==> src/rtl/gcbls_pkg.sv <==
// Shared types and constants for the cut-grid binning block.
// No dependencies; imported by the top level, controller, datapath and checker.
package gcbls_pkg;

    localparam int MAX_CUTS_DEF   = 15;
    localparam int COUNT_BITS_DEF = 16;

    localparam int S_TDATA_W = 104;
    localparam int M_TDATA_W = 104;
    localparam int CMD_W     = 3;
    localparam int CFG_IDX_W = 2;
    localparam int CFG_DAT_W = 4;

    localparam logic [CFG_IDX_W-1:0] CFG_NUM_X = 2'd0;
    localparam logic [CFG_IDX_W-1:0] CFG_NUM_Y = 2'd1;

    typedef enum logic [CMD_W-1:0] {
        CMD_CLEAR  = 3'd0,
        CMD_LOAD_X = 3'd1,
        CMD_LOAD_Y = 3'd2,
        CMD_ADD    = 3'd3,
        CMD_REPORT = 3'd4
    } cmd_t;

    typedef enum logic [3:0] {
        ST_CLEAR,
        ST_IDLE,
        ST_LOCATE,
        ST_READ,
        ST_WRITE,
        ST_SCAN,
        ST_DRAIN,
        ST_MUL,
        ST_DIV_AVG,
        ST_DIV_RATIO,
        ST_OUT
    } state_t;

    typedef struct packed {
        logic sweep_start;
        logic sweep_step;
        logic load_x;
        logic load_y;
        logic take_item;
        logic locate;
        logic rd_cell;
        logic wr_cell;
        logic scan_start;
        logic scan_step;
        logic mul;
        logic div_avg;
        logic avg_store;
        logic div_ratio;
        logic ratio_store;
        logic out_load;
    } ctrl_cmd_t;

    typedef struct packed {
        logic sweep_last;
        logic scan_last;
        logic div_done;
        logic sum_zero;
        logic out_busy;
    } ctrl_sts_t;

endpackage

==> src/rtl/gcbls_ctrl.sv <==
// Controller state machine: sequences add, clear sweep, report scan and divides.
// Depends on gcbls_pkg.
module gcbls_ctrl import gcbls_pkg::*; (
    input  logic             aclk,
    input  logic             aresetn,
    input  logic             s_tvalid,
    input  logic [CMD_W-1:0] s_tuser,
    output logic             s_tready,
    input  ctrl_sts_t        sts,
    output ctrl_cmd_t        cmd
);
    state_t state_reg, state_next;

    always_ff @(posedge aclk) begin
        if (!aresetn) begin
            state_reg <= ST_CLEAR;
        end else begin
            state_reg <= state_next;
        end
    end

    always_comb begin
        state_next = state_reg;
        cmd        = '0;
        s_tready   = 1'b0;
        unique case (state_reg)
            ST_CLEAR: begin
                cmd.sweep_step = 1'b1;
                if (sts.sweep_last) begin
                    state_next = ST_IDLE;
                end
            end
            ST_IDLE: begin
                s_tready = 1'b1;
                if (s_tvalid) begin
                    unique case (s_tuser)
                        CMD_CLEAR: begin
                            cmd.sweep_start = 1'b1;
                            state_next      = ST_CLEAR;
                        end
                        CMD_LOAD_X: cmd.load_x = 1'b1;
                        CMD_LOAD_Y: cmd.load_y = 1'b1;
                        CMD_ADD: begin
                            cmd.take_item = 1'b1;
                            state_next    = ST_LOCATE;
                        end
                        CMD_REPORT: begin
                            cmd.scan_start = 1'b1;
                            state_next     = ST_SCAN;
                        end
                        default: ;
                    endcase
                end
            end
            ST_LOCATE: begin
                cmd.locate = 1'b1;
                state_next = ST_READ;
            end
            ST_READ: begin
                cmd.rd_cell = 1'b1;
                state_next  = ST_WRITE;
            end
            ST_WRITE: begin
                cmd.wr_cell = 1'b1;
                state_next  = ST_IDLE;
            end
            ST_SCAN: begin
                cmd.scan_step = 1'b1;
                if (sts.scan_last) begin
                    state_next = ST_DRAIN;
                end
            end
            ST_DRAIN: state_next = ST_MUL;
            ST_MUL: begin
                cmd.mul     = 1'b1;
                cmd.div_avg = 1'b1;
                state_next  = ST_DIV_AVG;
            end
            ST_DIV_AVG: begin
                if (sts.div_done) begin
                    cmd.avg_store = 1'b1;
                    if (sts.sum_zero) begin
                        state_next = ST_OUT;
                    end else begin
                        cmd.div_ratio = 1'b1;
                        state_next    = ST_DIV_RATIO;
                    end
                end
            end
            ST_DIV_RATIO: begin
                if (sts.div_done) begin
                    cmd.ratio_store = 1'b1;
                    state_next      = ST_OUT;
                end
            end
            ST_OUT: begin
                if (!sts.out_busy) begin
                    cmd.out_load = 1'b1;
                    state_next   = ST_IDLE;
                end
            end
            default: state_next = ST_IDLE;
        endcase
    end
endmodule

==> config.mk <==
export PLATFORM = sky130hd
export DESIGN_NAME = gcbls_ctrl
export DESIGN_NICKNAME = d
export VERILOG_FILES = /design/src/rtl/gcbls_pkg.sv /design/src/rtl/gcbls_ctrl.sv
export SDC_FILE = /design/constraint.sdc
export NUM_CORES = 1
export LEC_CHECK = 0
export BUFFER_PORTS_ARGS = -buffer_cell sky130_fd_sc_hd__buf_2
export CORE_AREA = 10 10 47 49
export CTS_CLUSTER_SIZE = 30
export DETAILED_ROUTE_END_ITERATION = 7
export DIE_AREA = 0 0 57 59
export PLACE_DENSITY = 0.78
export SLEW_MARGIN = 0
export SYNTH_ARGS = -nofsm -noshare
export SYNTH_HDL_FRONTEND = slang
export SYNTH_SLANG_ARGS = --single-unit
==> constraint.sdc <==
create_clock -name aclk -period 1.6 [get_ports aclk]
set_input_delay 0.32 -clock aclk [delete_from_list [all_inputs] [get_ports aclk]]
set_output_delay 0.32 -clock aclk [all_outputs]
set_load 0.01 [all_outputs]
==> results of run 1 <==
==> final cells by class <==
| type | instances | share of cell area |
|---|---|---|
| sequential | 4 | 0.0944 |
| inverter | 2 | 0.00786 |
| multi-input combinational | 53 | 0.472 |
| timing repair buffer | 51 | 0.381 |
| clock buffer | 3 | 0.0236 |
| tap | 16 | 0.0210 |
==> Yosys cell counts <==
library cell  n  area share
and3_1        2       0.027
nor2b_1       2       0.027
nand3b_1      1       0.016
o21ai_0       2       0.021
nand2b_1      2       0.027
o211ai_1      1       0.016
mux2i_1       1       0.021
a21oi_1       1       0.011
buf_2         4       0.042
nand3_1       1       0.011
or3b_1        1       0.019
nor2_1        5       0.040
a2111oi_2     1       0.032
a31o_2        1       0.019
a31oi_1       1       0.013
nor4_1        3       0.040
a211oi_1      2       0.032
or3_1         1       0.013
dfxtp_1       4        0.17
a21o_1        1       0.016
buf_4         1       0.016
nand2_1       6       0.048
o21ai_1       2       0.021
and2_1        1       0.013
or2_2         1       0.013
xnor2_1       1       0.019
nor3b_1       5       0.080
inv_1         2       0.016
nor3_1        3       0.032
nor4b_4       1       0.050
o22ai_1       1       0.013
o221a_1       1       0.024
clkbuf_1      1      0.0079
and3b_1       2       0.037
==> layout by cell type, fill, tap and decap left out, types with 2 or more instances in the layout <==
cell	synthesis	final
buf_2	4	24
and3b_1	2	2
o21ai_1	2	2
dfxtp_2	0	2
nor3b_2	0	5
nand2_1	6	5
nor3_2	0	3
o21ai_0	2	2
nor4_2	0	2
buf_4	1	16
dfxtp_4	0	2
and3_1	2	2
inv_1	2	2
buf_6	0	11
clkbuf_4	0	3
nor2_1	5	4
==> repair_timing <==
| action | CTS | global route |
|---|---|---|
| setup endpoints to repair | 15 | 20 |
| resized for setup | 13 | 19 |
| buffers inserted | 4 | 8 |
| pin swaps | 8 | 8 |
| gates cloned | 0 | 0 |
==> path summary, 6_finish.rpt <==
check,from,endpoint,depth (start not counted)
worst max register to register,state_reg[3]$_SDFFE_PN0P_,state_reg[2]$_SDFFE_PN0P_,5
worst min register to register,state_reg[0]$_SDFFE_PN0P_,state_reg[0]$_SDFFE_PN0P_,4
worst max-delay path,state_reg[3]$_SDFFE_PN0P_,cmd[13],4
worst min-delay path,aresetn,state_reg[2]$_SDFFE_PN0P_,2
==> kinds of logic (layout without fill, tap and decap cells) <==
family | Yosys count | after routing | share of synthesized area
AO/OA/AOI/OAI | 14 | 14 | 0.218
XOR/XNOR | 1 | 1 | 0.0186
buffers and inverters | 8 | 56 | 0.0822
flip-flops | 4 | 4 | 0.170
multiplexers | 1 | 1 | 0.0212
AND/OR/NAND/NOR | 37 | 37 | 0.491
==> worst max-delay path, delay by kind of cell (launching register included) <==
kind | cells | cell delay (ns)
simple gates | 3 | 0.76
flops | 1 | 0.35
buf+inv | 1 | 0.15
==> per-layer routing <==
layer,share of wire,track usage,wire [µm],up-vias
met4,0.017,0.0201,35,0
met3,0.043,0.0322,89,5
met5,0,0,0,-
met1,0.40,0.110,827,336
li1,-,-,-,336
met2,0.54,0.194,1120,17
==> power breakdown <==
part / total, mW / internal [mW] / leakage, nW / switching (mW)
clock network: 0.126 / 0.0840 / 0.0138 / 0.0422
registers: 0.135 / 0.113 / 0.0349 / 0.0217
logic: 0.415 / 0.227 / 0.424 / 0.187
==> per-stage QoR <==
step | instance area, µm² | setup slack [ns]
after CTS | 818 | -0.180
final | 955 | -0.222
after global routing | 955 | -0.322
after floorplan | 494 | -0.0422
after global placement | 723 | -0.0239
after detailed placement | 723 | -0.0359
==> metrics.md, run 1 <==
| Metric | Value |
|---|---|
| CTS buffer count | 3 |
| Final setup TNS | -1.20 ns |
| Max FO, Critical Path | 4 |
| DR iter-0 viols | 17 |
| Maximum buffer depth of the clock tree | 2 |
| Vias in the first global route | between 600 and 700 |
| Reg2Reg Setup Slack | 0.01 ns |
| Final count of pins violating max slew | 0 |
| Pleak | ~0.47 nW |
| CP cell instances | nor4b_4 -> nand3b_1 -> nor3b_2 -> buf_2 |
| Gr ovfl total | 0 |
| Drt wl/cell | 16.1 µm |
| Ports | 28 |
| Drt total wl | 2070 µm |
| Fraction of layout cells with a size suffix above 1 | 0.690 |
| CP arrival | 1.50 ns |
| Die height | 59 µm |
| Setup Crit Path Kind | register to output pin |
| Slew headroom | 0.753 |
| Peak supply drop | 0.000648 V |
| Final hold violation count | 0 |
| Syn-to-layout area delta | 102% |
| Via-to-Cell Ratio | 5.38 |
| Final core utilization | 0.681 |
| Synth Register Bits | 4 |
| Root Buffer | clkbuf_4 |
| Power per Cell Area | 708 nW/µm² |
| Synth Area per Inst | 7.26 µm² |
| Post-cts hold buffer count | 0 |
| RSZ-0062 raised after global routing | true |
| Gp weighted congestion | 0.853 |
| Fmax | approximately 550 MHz |
| Clk_lat worst skew | 0.24 ns |
| Area of the multi-input gates | 450 µm² |
| Largest net degree at the start of global routing | 12 |
| Final setup violation count | 9 |
| Largest register FFs | 4 |
| Final net count | 126 |
| Final worst slack | -0.222 ns |
| Syn. warnings | 0 |
| DP Cell Count | 116 |
| DRC | 0 |
| Library cells used by synthesis | 34 |
| Horiz. Die Dim | 57 µm |
| Starting density of the core | 0.337 |
| Antenna diode count | 0 |
| Global-route wire length before repair | roughly 2900 µm |
| Core Footprint | 1400 µm² |
| Slew of the pin with the lowest slew margin | 0.371 ns |
| Cell Area, Synth | about 470 µm² |
| CP startpoint kind | register |
| All-layer global routing usage | 0.103 |
| Register area | 90.1 µm² |
| CTS tree | yes |
| Reg clk slew, reported paths | 0.04 ns |
| Final ANT Viol Nets | 0 |
| First-pass iteration count of the detailed router | 4 |
| Worst hold slack | 0.370 ns |
| CP required | approximately 1.3 ns |
| Critical path endpoint category | output pin |
| Fillers | between 100 and 150 |
| Via count | 694 |
| Clk_skew | between 0.003 and 0.004 ns |
| Input/output buffers | 27 |
| Status | complete, but fails checks |
| Fin crit share | 1.14 |
| Antenna violations before repair | 0 |
| Post-synth net total | 76 |
| Post-DP HPWL | between 1000 and 1500 µm |
| Min cycle time layout | ~1.8 ns |
| Cells after Synth | between 60 and 70 |
| DIE AREA | 3360 µm² |
| Post-Layout Cell Count | approximately 130 |
| Clk sinks | 4 |
| Total Power | 0.676 mW |
| H-tree levels | 1 |
| Max Cap Violations | 0 |
| Violated checks | negative setup slack |
| Worst min-delay path class | input pin to register |
| Cell row count | 14 |
| Slowest Stage Delay on Critical Path | 0.35 ns |
| Sequential-to-total area share from yosys stat | 0.170 |
| Slowest stage cell, crit path | dfxtp_4 |
Note: power is estimated with default switching activity, not from simulation.
==> run 2, diff against run 1 <==
--- a/config.mk
+++ b/config.mk
@@ -15,3 +15,4 @@
 export SYNTH_ARGS = -nofsm -noshare
 export SYNTH_HDL_FRONTEND = slang
 export SYNTH_SLANG_ARGS = --single-unit
+export TNS_END_PERCENT = 10
==> run 2 against run 1 <==
Against the previous run:
- the run still ends with negative setup slack left
- hold slack better by 0.0089 ns
- register-to-register slack improved by 0.02 ns
- routed wire length decreased by 18%
- core utilization down 10 points
- sequential cell count unchanged
- sequential share of layout area up 1.3 points
- combinational power is 12% lower
- clock power rose by 4%
- clock skew rose by 0.0049 ns
- sequential power is essentially flat
- critical path depth is the same
- critical path type unchanged
- largest cell class unchanged
==> metrics.md, run 2 (synthesis gave the netlist of run 1 again) <==
| Metric | Value |
|---|---|
| Status | complete, but fails checks |
| Violated checks | negative setup slack |
| Final count of pins violating max slew | 0 |
| CTS tree | yes |
| Slew headroom | 0.771 |
| Via count | about 630 |
| Reg2Reg Setup Slack | 0.03 ns |
| Slew of the pin with the lowest slew margin | 0.343 ns |
| Post-route cell area | 815 µm² |
| WP buf/inv | 1 |
| Final hold violation count | 0 |
| H-tree levels | 1 |
| Top Family by Delay on Critical Path | simple AND/OR/NAND/NOR gates |
| All-layer global routing usage | 0.101 |
| Worst min-delay path class | input pin to register |
| Setup Crit Path Kind | register to output pin |
| Fmax | 548 MHz |
| Gr ovfl total | 0 |
| Clk_lat worst skew | 0.24 ns |
| Ports | 28 |
| R2r startpoint | state_reg[3]$_SDFFE_PN0P_ |
| Peak supply drop | 0.000437 V |
| Max FO, Critical Path | 4 |
| Antenna violations before repair | 0 |
| Fin crit share | 1.14 |
| Die height | 59 µm |
| Min cycle time layout | 1.82 ns |
| Final ANT Viol Nets | 0 |
| CTS buffer count | 3 |
| Input/output buffers | 27 |
| Most frequent cells in the layout | 27 x buf_2, 10 x buf_4, 6 x nand2_1 |
| DR iter-0 viols | 8 |
| Hold Path Sink | state_reg[0]$_SDFFE_PN0P_ |
| Largest net degree at the start of global routing | 17 |
| RSZ-0062 raised after global routing | true |
| Drt wl/cell | between 10 and 15 µm |
| Syn-to-layout area delta | 72.7% |
| CP arrival | 1.50 ns |
| Final worst slack | -0.224 ns |
| Pleak | 0.384 nW |
| Fraction of layout cells with a size suffix above 1 | 0.637 |
| Worst hold stages | 3 |
| Final setup TNS | -1.11 ns |
| Core Footprint | between 1000 and 1500 µm² |
| Worst hold slack | 0.378 ns |
| CP startpoint kind | register |
| Commonest non-fill, non-tap cell in the layout | buf_2 |
| Horiz. Die Dim | 57 µm |
| Post-DP HPWL | 1340 µm |
| Critical path endpoint category | output pin |
| Drt total wl | 1700 µm |
| Clk sinks | 4 |
| R2R Path End | state_reg[2]$_SDFFE_PN0P_ |
| Final setup violation count | 8 |
| Via-to-Cell Ratio | ~5.4 |
| Antenna diode count | 0 |
| Global-route wire length before repair | 2840 µm |
| Post-cts hold buffer count | 0 |
| Hold path start | aresetn |
| Cell row count | 14 |
| DRC | 0 |
| Starting density of the core | 0.337 |
| First-pass iteration count of the detailed router | 4 |
| Worst path depth | 4 |
| Root Buffer | clkbuf_4 |
| Largest register FFs | 4 |
| Slowest stage cell, crit path | or3b_4 |
| Gp weighted congestion | 0.814 |
| CP cell instances | or3b_4 -> nor3b_2 -> nor2b_2 -> buf_2 |
| Max Cap Violations | 0 |
| DIE AREA | 3360 µm² |
| Final net count | 115 |
| Maximum buffer depth of the clock tree | 2 |
| CP required | between 1 and 1.5 ns |
| Vias in the first global route | about 650 |
| Reg clk slew, reported paths | approximately 0.04 ns |
| Clk_skew | 0.00829 ns |
| Register-to-Register Path Depth | 5 |
| Power per Cell Area | ~770 nW/µm² |
| Total Power | 0.630 mW |
| Area of placed instances | 693 µm² |
| Slowest Stage Delay on Critical Path | 0.43 ns |
==> run 2: cell count changes in the layout (fill, tap and decap cells not counted), sizes merged <==
cell and delta:
buf -11
==> run 2: layer usage <==
| metal | GRT usage | routed length, µm | up-vias |
|---|---|---|---|
| li1 | - | - | 313 |
| met1 | 0.102 | 703 | 294 |
| met2 | 0.188 | 869 | 25 |
| met3 | 0.0236 | 113 | 2 |
| met4 | 0.0503 | 16 | 0 |
| met5 | 0 | 0 | - |
==> run 2: area by class of cell <==
cell class	count	area (µm²)
fill	135	587
multi-input combinational	53	433
timing repair buffer	40	244
sequential	4	87.6
clock buffer	3	22.5
tap	16	20.0
inverter	2	7.51
==> run 2: what timing repair did <==
| action | 4_1_cts | 5_1_grt |
|---|---|---|
| pin swaps | 5 | 4 |
| setup buffers | 2 | 1 |
| endpoints found under the setup margin | 17 | 18 |
| resized for setup | 7 | 11 |
==> run 2: how the worst max path moves through the flow <==
| stage | to | slack, ns | startpoint |
|---|---|---|---|
| after floorplan | cmd[12] | -0.05 | state_reg[1]$_SDFFE_PN0P_ |
| after global placement | cmd[2] | 0.006 | state_reg[3]$_SDFFE_PN0P_ |
| after detailed placement | cmd[12] | -0.05 | state_reg[0]$_SDFFE_PN0P_ |
| after CTS | cmd[2] | -0.23 | state_reg[3]$_SDFFE_PN0P_ |
| after global routing | cmd[13] | -0.28 | state_reg[3]$_SDFFE_PN0P_ |
| final | cmd[2] | -0.22 | state_reg[3]$_SDFFE_PN0P_ |
==> run 2: through the flow <==
step	worst slack, ns	utilization	instances
global placement	0.00641	0.495	112
global route	-0.284	0.581	118
detailed placement	-0.0491	0.495	112
floorplan	-0.0534	-	65
CTS	-0.226	0.535	117
finish	-0.224	0.581	118
==> run 2: worst reg2reg max path, delay by kind of cell, from the launching register on <==
family / cells / cell delay, ns
and+or+nand+nor: 2 / 0.58
buffers and inverters: 1 / 0.16
AOI/OAI and AO/OA: 2 / 0.33
DFF: 1 / 0.37
==> run 2: power by group <==
| group | leakage [nW] | total (mW) | internal [mW] | switching, mW |
|---|---|---|---|---|
| logic | 0.335 | 0.367 | 0.204 | 0.162 |
| clock network | 0.0138 | 0.131 | 0.0843 | 0.0468 |
| registers | 0.0346 | 0.132 | 0.115 | 0.0177 |
